## src/rtl/rtlc_pkg.sv

```systemverilog
// ----------------------------------------------------------------------------
// Recloser controller package
// Widths, register indexes, state and beat types, saturating helpers.
// ----------------------------------------------------------------------------
package rtlc_pkg;

	localparam int TIME_W = 32;
	localparam int CNT_W  = 15;
	localparam int DLY_W  = 16;

	localparam logic [TIME_W-1:0] TIME_MASK = '1;
	localparam logic [TIME_W-1:0] TIME_LAST = TIME_MASK - TIME_W'(1);
	localparam logic [CNT_W-1:0]  TRY_MAX   = '1;

	// configuration register indexes
	localparam logic CFG_RECLOSE_DELAY = 1'b0;
	localparam logic CFG_TRY_LIMIT     = 1'b1;

	localparam logic [DLY_W-1:0] RECLOSE_DELAY_RST = 16'd3;
	localparam logic [CNT_W-1:0] TRY_LIMIT_RST     = 15'd5;

	typedef logic [TIME_W-1:0] time_t;
	typedef logic [CNT_W-1:0]  cnt_t;

	typedef struct packed {
		logic  closed;
		logic  lock_pend;
		time_t retry_dl;
		time_t lock_dl;
		cnt_t  total;
		cnt_t  evt;
	} state_t;

	typedef struct packed {
		time_t            now;
		logic             fault;
		logic             ev;
		logic [DLY_W-1:0] draw;
	} item_t;

	typedef struct packed {
		logic             line_closed;
		logic             locked_out;
		logic [31:0]      next_wake;
		cnt_t             tries_total;
		cnt_t             tries_current;
	} result_t;

	typedef struct packed {
		logic [DLY_W-1:0] delay;
		cnt_t             limit;
	} cfg_t;

	// now + span, clamped below the reserved all-ones code
	function automatic time_t sat_deadline(time_t now, logic [DLY_W-1:0] span);
		logic [TIME_W:0] sum;
		sum = {1'b0, now} + (TIME_W+1)'(span);
		if (sum > {1'b0, TIME_LAST}) begin
			return TIME_LAST;
		end
		return sum[TIME_W-1:0];
	endfunction

	function automatic cnt_t bump(cnt_t c);
		return (c < TRY_MAX) ? c + CNT_W'(1) : TRY_MAX;
	endfunction

endpackage

```

## src/rtl/rtlc_next.sv

```systemverilog
// ----------------------------------------------------------------------------
// Recloser controller evaluation logic
// Next state and result for one evaluation beat under event or legacy rules.
// ----------------------------------------------------------------------------
module rtlc_next (
	input  rtlc_pkg::state_t  st,
	input  rtlc_pkg::item_t   item,
	input  rtlc_pkg::cfg_t    cfg,
	output rtlc_pkg::state_t  st_nxt,
	output rtlc_pkg::result_t res
);

	rtlc_pkg::time_t dl_retry;
	rtlc_pkg::time_t dl_lock;
	rtlc_pkg::time_t wake;
	rtlc_pkg::cnt_t  evt_inc;
	logic            expired;

	assign dl_retry = rtlc_pkg::sat_deadline(item.now, cfg.delay);
	assign dl_lock  = rtlc_pkg::sat_deadline(item.now, item.draw);
	assign evt_inc  = rtlc_pkg::bump(st.evt);
	assign expired  = st.lock_pend && (st.lock_dl <= item.now);

	always_comb begin
		st_nxt = st;
		wake   = rtlc_pkg::TIME_MASK;
		if (expired) begin
			// lockout over: close and clear the rule set's counter
			st_nxt.lock_pend = 1'b0;
			st_nxt.lock_dl   = '0;
			st_nxt.retry_dl  = '0;
			st_nxt.closed    = 1'b1;
			if (item.ev) begin
				st_nxt.evt = '0;
			end else begin
				st_nxt.total = '0;
			end
		end else if (st.lock_pend) begin
			if (item.ev) begin
				st_nxt.closed = 1'b0;
			end
			wake = st.lock_dl;
		end else if (item.ev) begin
			if (!st.closed) begin
				if (st.retry_dl <= item.now) begin
					st_nxt.total = rtlc_pkg::bump(st.total);
					st_nxt.evt   = evt_inc;
					if (evt_inc > cfg.limit) begin
						st_nxt.retry_dl  = '0;
						st_nxt.lock_dl   = dl_lock;
						st_nxt.lock_pend = 1'b1;
						wake             = dl_lock;
					end else begin
						st_nxt.retry_dl = dl_retry;
						wake            = dl_retry;
					end
				end else begin
					wake = st.retry_dl;
				end
			end else begin
				st_nxt.closed    = 1'b0;
				st_nxt.evt       = '0;
				st_nxt.lock_dl   = '0;
				st_nxt.retry_dl  = dl_retry;
				wake             = dl_retry;
			end
		end else begin
			if (st.closed && item.fault) begin
				st_nxt.closed   = 1'b0;
				st_nxt.retry_dl = dl_retry;
				wake            = dl_retry;
			end else if (!st.closed && (item.now >= st.retry_dl)) begin
				if (item.fault) begin
					if (cfg.limit > st.total) begin
						st_nxt.total    = rtlc_pkg::bump(st.total);
						st_nxt.retry_dl = dl_retry;
						wake            = dl_retry;
					end else begin
						st_nxt.lock_dl   = dl_lock;
						st_nxt.lock_pend = 1'b1;
						wake             = dl_lock;
					end
				end else begin
					st_nxt.closed = 1'b1;
				end
			end else if (st.retry_dl > item.now) begin
				wake = st.retry_dl;
			end else begin
				st_nxt.evt    = '0;
				st_nxt.total  = '0;
				st_nxt.closed = 1'b1;
			end
		end
	end

	always_comb begin
		res.line_closed   = st_nxt.closed;
		res.locked_out    = st_nxt.lock_pend;
		res.next_wake     = 32'(wake);
		res.tries_total   = st_nxt.total;
		res.tries_current = st_nxt.evt;
	end

endmodule

```

## src/rtl/recloser_trip_lockout_control_core.sv

```systemverilog
// ----------------------------------------------------------------------------
// Recloser trip and lockout controller
// Evaluates one time tick per beat: trip on fault, timed reclose, lockout.
// ----------------------------------------------------------------------------
// Beats pass through the input register and then the result register.
// Throughput: one beat per cycle unless the result side stalls; the state loop closes
//   through one pass of compares and two saturating adders between the registers.
// Reset: arst_n clears the recloser state to closed, no deadlines, counters
//   zero, and loads reclose delay 3 s and try limit 5.
module recloser_trip_lockout_control_core (
	input  logic        clk,
	input  logic        arst_n,
	// evaluation beats in
	input  logic        in_valid,
	output logic        in_stall,
	input  logic [31:0] now_time,
	input  logic        fault_seen,
	input  logic        event_mode,
	input  logic [15:0] lockout_seconds,
	// result beats out
	output logic        out_valid,
	input  logic        out_stall,
	output logic        line_closed,
	output logic        locked_out,
	output logic [31:0] next_wake,
	output logic [14:0] tries_total,
	output logic [14:0] tries_current,
	// configuration writes
	input  logic        cfg_we,
	input  logic        cfg_index,
	input  logic [15:0] cfg_data
);

	rtlc_pkg::cfg_t    cfg_q;
	rtlc_pkg::state_t  state_q;
	rtlc_pkg::state_t  state_nxt;
	rtlc_pkg::item_t   item_s1;
	logic              valid_s1;
	rtlc_pkg::result_t res_nxt;
	rtlc_pkg::result_t res_q;
	logic              out_valid_q;
	logic              in_take;
	logic              advance;

	// The evaluation in stage one may retire when the result register is
	// empty or its beat leaves this cycle; stall the input only when a beat
	// sits in stage one and cannot retire.
	assign advance  = valid_s1 && (!out_valid_q || !out_stall);
	assign in_stall = valid_s1 && !advance;
	assign in_take  = in_valid && !in_stall;

	// Configuration registers: the user must write them only while idle; the block does not enforce it.
	always_ff @(posedge clk or negedge arst_n) begin
		if (!arst_n) begin
			cfg_q.delay <= rtlc_pkg::RECLOSE_DELAY_RST;
			cfg_q.limit <= rtlc_pkg::TRY_LIMIT_RST;
		end else if (cfg_we) begin
			case (cfg_index)
				rtlc_pkg::CFG_RECLOSE_DELAY: cfg_q.delay <= cfg_data;
				rtlc_pkg::CFG_TRY_LIMIT:     cfg_q.limit <= cfg_data[rtlc_pkg::CNT_W-1:0];
				default: ;
			endcase
		end
	end

	// Input register: capture the beat; time is masked to the time width.
	always_ff @(posedge clk or negedge arst_n) begin
		if (!arst_n) begin
			valid_s1 <= 1'b0;
		end else if (in_take) begin
			valid_s1 <= 1'b1;
		end else if (advance) begin
			valid_s1 <= 1'b0;
		end
	end

	always_ff @(posedge clk) begin
		if (in_take) begin
			item_s1.now   <= rtlc_pkg::TIME_W'(now_time);
			item_s1.fault <= fault_seen;
			item_s1.ev    <= event_mode;
			item_s1.draw  <= lockout_seconds;
		end
	end

	// One evaluation pass: next state and the result it reports.
	rtlc_next u_next (
		.st     (state_q),
		.item   (item_s1),
		.cfg    (cfg_q),
		.st_nxt (state_nxt),
		.res    (res_nxt)
	);

	// Recloser state: advance together with the result register so the
	// next beat in stage one sees the updated state.
	always_ff @(posedge clk or negedge arst_n) begin
		if (!arst_n) begin
			state_q.closed    <= 1'b1;
			state_q.lock_pend <= 1'b0;
			state_q.retry_dl  <= '0;
			state_q.lock_dl   <= '0;
			state_q.total     <= '0;
			state_q.evt       <= '0;
		end else if (advance) begin
			state_q <= state_nxt;
		end
	end

	// Result register: hold while stalled, drop once taken.
	always_ff @(posedge clk or negedge arst_n) begin
		if (!arst_n) begin
			out_valid_q <= 1'b0;
		end else if (advance) begin
			out_valid_q <= 1'b1;
		end else if (!out_stall) begin
			out_valid_q <= 1'b0;
		end
	end

	always_ff @(posedge clk) begin
		if (advance) begin
			res_q <= res_nxt;
		end
	end

	assign out_valid     = out_valid_q;
	assign line_closed   = res_q.line_closed;
	assign locked_out    = res_q.locked_out;
	assign next_wake     = res_q.next_wake;
	assign tries_total   = res_q.tries_total;
	assign tries_current = res_q.tries_current;

endmodule

```

## config.mk

```make
export PLATFORM = sky130hd
export DESIGN_NAME = recloser_trip_lockout_control_core
export DESIGN_NICKNAME = d
export VERILOG_FILES = /design/src/rtl/rtlc_pkg.sv /design/src/rtl/rtlc_next.sv /design/src/rtl/recloser_trip_lockout_control_core.sv
export SDC_FILE = /design/constraint.sdc
export NUM_CORES = 1
export LEC_CHECK = 0
export ABC_AREA = 1
export BUFFER_PORTS_ARGS = -buffer_cell sky130_fd_sc_hd__clkbuf_2
export CORE_MARGIN = 1.5
export CORE_UTILIZATION = 30
export DETAILED_ROUTE_END_ITERATION = 6
export MAX_ROUTING_LAYER = met4
export PLACE_DENSITY = 0.53
export SYNTH_ARGS = -nofsm -noshare
export SYNTH_HDL_FRONTEND = slang
export SYNTH_SLANG_ARGS = --single-unit
```

## constraint.sdc

```tcl
create_clock -name clk -period 5 [get_ports clk]
set_clock_uncertainty 0.05 [all_clocks]
set_input_delay 1 -clock clk [delete_from_list [all_inputs] [get_ports clk]]
set_output_delay 1 -clock clk [all_outputs]
set_load 0.02 [all_outputs]
```

==> results.toml <==
[routing]
drtAntennaViolNets = 0
wl_met3_um = 4410
wl_per_cell_um = 19.3
drt-total-wl_um = 67200
drt_pass1_iterations = 6
via_count = 17500
drc = 0
wl_met1_um = 30000
top_layer = "met4"
drt_iter0_drc = 1543
via_per_inst = 5.02
wl_met2_um = 30800

[critical_path]
crit_top_cell = "nand2_1"
worstPathArrival_ps = 4890
startpoint_type = "flop"
worstSetupPathType = "flop to flop"
end_kind = "flop"
crit_path_max_fanout = 30
crit_family = "simple AND/OR/NAND/NOR gates"
critPathRequiredTime_ps = 5300
slowest_stage = "a21oi_1"
cpPeakStageDelay_ps = 670
crit_chain = "ha_1 -> inv_1 -> fa_1 -> inv_1 -> nand3_1 -> nand2_1 -> nand2_1 -> nand2_1 -> nand2_1 -> nand2_1 -> nand3_1 -> nor2_1 -> nand2_1 -> nand3_1 -> nor2_2 -> nand3_2 -> nand2_2 -> a21oi_1 -> o21ai_1 -> nand2_1 -> a21oi_1"
crit_buf_inv = 2

[timing]
hold_viol = 0
maxSlewHeadroom = 0.339
fin_ws_ps = 413
fin_crit_sh = 0.917
min_period_ps = 4590
setup_viol = 0
rsz0062_at_grt = "false"
tightest_slew_ps = 992
timing.fmax_mhz = 218
maxSlewViolCount = 0
timing.setup.tns_ps = 0

[logic_synthesis]
synth_xor_area_frac = 0.00935
synthMuxAreaShare = 0.000632
synthCells = 2569
synth_compound_area_frac = 0.125
synth_top_family_by_area = "simple AND/OR/NAND/NOR gates"
netlist_area_um2 = 17800
syn_nets = 2771
yosys.area_share.adder = 0.0922
synthArstFlopShare = 0.531
syn_avg_cell_area_um2 = 6.93
ys_seq_area_frac = 0.374
synth_seq_cells = 243
ys_types = 48
ys.flop_type = "dfrtp_1"
synth_edf_count = 114
yosys_warnings = 0
synthSimpleGateAreaFrac = 0.305

[clocking]
cts_setup_buffers = 0
numCtsBuffers = 31
cts.clk_slew.worst_paths_ps = 60
htree_levels = 1
hold_buffers = 0
clock-sinks = 243
clk_path_buf_depth = 3
root_buffer = "clkbuf_16"
cts_tree = "yes"
insertion_delay_ps = 610

[min_path]
min_path_type = "input port to asynchronous set/reset pin"

[global_routing]
antenna_found_initial = 0
grt_max_degree = 114
grt.overflow.total = 0
grt_pass1_vias = 17000
grt_pass1_wl_um = 102000
grtUsageTotal = 0.227

[place]
gp_congestion = 0.999
io_buffers = 137
place_hpwl_um = 52000
dp_slack_ps = 226

[power_and_ir_drop]
p_leak_nw = 10.4
p_per_area_nw_per_um2 = 492
ir_drop_uv = 328

[die]
core_um2 = 58800
die_x_um = 247
dieArea_um2 = 60800
core.rowCount = 89
die_y_um = 247
io_pins = 138
start_util = 0.303

[flow_run]
maxCapViolations = 0

[cells_and_area]
synthToLayoutAreaGrowth_pct = 14.4
layout-drive-gt1-share = 0.0945
final_common_cell = "nand2_1"
layout_common_cells = "863 x nand2_1, 334 x inv_1, 193 x nor2_1, 190 x o21ai_0, 170 x nand3_1"
n_antenna_cell = 0
nNetsFinal = 2887

[outcome]
status = "completed"
[registers in the layout, indices dropped and copies added, names as in the netlist]
signal         flops
cfg_q             31
line_closed        1
valid_s1           1
item_s1           50
locked_out         1
state_q           96
tries_current     15
next_wake         32
tries_total       15
out_valid          1
[through the flow]
step / hold WS, ps / instances / instance area (µm²) / util / power, W
6_report: 458 / 3483 / 20400 / 0.347 / 0.0100
3_3_place_gp: 432 / 3425 / 19400 / 0.329 / 0.00772
4_1_cts: 464 / 3483 / 20400 / 0.346 / 0.0101
5_1_grt: 485 / 3483 / 20400 / 0.347 / 0.0108
2_1_floorplan: 384 / 2569 / 17800 / - / 0.00622
3_5_place_dp: 455 / 3425 / 19400 / 0.329 / 0.00780
[cell families after synthesis]
logic type | after synthesis
buf+inv | 430
xor+xnor | 19
mux | 1
fa+ha+maj | 130
simple gates | 1321
flops | 243
compound gates | 425
[final cells by class]
class | instances | area [µm²]
fillers | 6291 | 38400
multi-input cells | 1896 | 9510
flip-flops and latches | 243 | 6660
inverters | 342 | 1280
well taps | 773 | 967
repair buffers | 171 | 960
clock buffers | 42 | 847
clock inverters | 16 | 151
[cell usage after synthesis (2+ instances only)]
library cell | count | area, µm²
a21oi_1 | 161 | 806
nor2_2 | 5 | 31.3
nand2_2 | 5 | 31.3
xnor2_1 | 2 | 17.5
nand2_1 | 864 | 3240
nor3_1 | 20 | 100
xor2_1 | 17 | 149
o21ai_1 | 34 | 170
edfxtp_1 | 114 | 3420
o21ai_0 | 190 | 951
nor2_4 | 3 | 33.8
clkinv_1 | 2 | 7.51
nor3_2 | 3 | 30.0
nor4_1 | 5 | 31.3
buf_2 | 19 | 95.1
clkbuf_1 | 56 | 210
buf_4 | 2 | 15.0
nand3b_1 | 8 | 60.1
buf_1 | 7 | 26.3
o22ai_1 | 5 | 31.3
buf_6 | 4 | 45.0
inv_2 | 5 | 18.8
ha_1 | 128 | 1600
nor2_1 | 194 | 728
and3_1 | 2 | 12.5
nand3_1 | 170 | 851
dfstp_2 | 5 | 131
a31oi_1 | 7 | 43.8
fa_1 | 2 | 40.0
dfrtp_1 | 124 | 3100
o211ai_1 | 19 | 143
nand4_1 | 35 | 219
inv_1 | 335 | 1260
o31ai_1 | 3 | 22.5
[routing by layer]
metal,vias to the layer above,track usage
met1,8183,0.298
met4,0,0.0603
met2,598,0.369
li1,8614,-
met3,100,0.0295
met5,-,-
[power by group]
part | internal (W) | total, W | switching, W
clock | 0.00129 | 0.00222 | 0.000926
combinational | 0.00141 | 0.00447 | 0.00306
sequential | 0.00280 | 0.00334 | 0.000539
total | 0.00550 | 0.0100 | 0.00452
[repair_timing]
action                                  in CTS  in global routing
resized for setup                            0                  3
endpoints found under the setup margin       0                 15
endpoints found under the hold margin        0                  0
[worst paths after layout]
path	start	to	slack, ps	depth (start not counted)
min in group clk	cfg_q[0]	cfg_q[0]	460	2
max	item_s1[18]	next_wake[16]	410	21
min	arst_n	state_q[12]	460	1
max reg2reg	item_s1[18]	next_wake[16]	410	21
max in group asynchronous	arst_n	state_q[53]	3350	2
min reg2reg	cfg_q[0]	cfg_q[0]	460	2
Note: power is estimated with default switching activity, not from simulation.
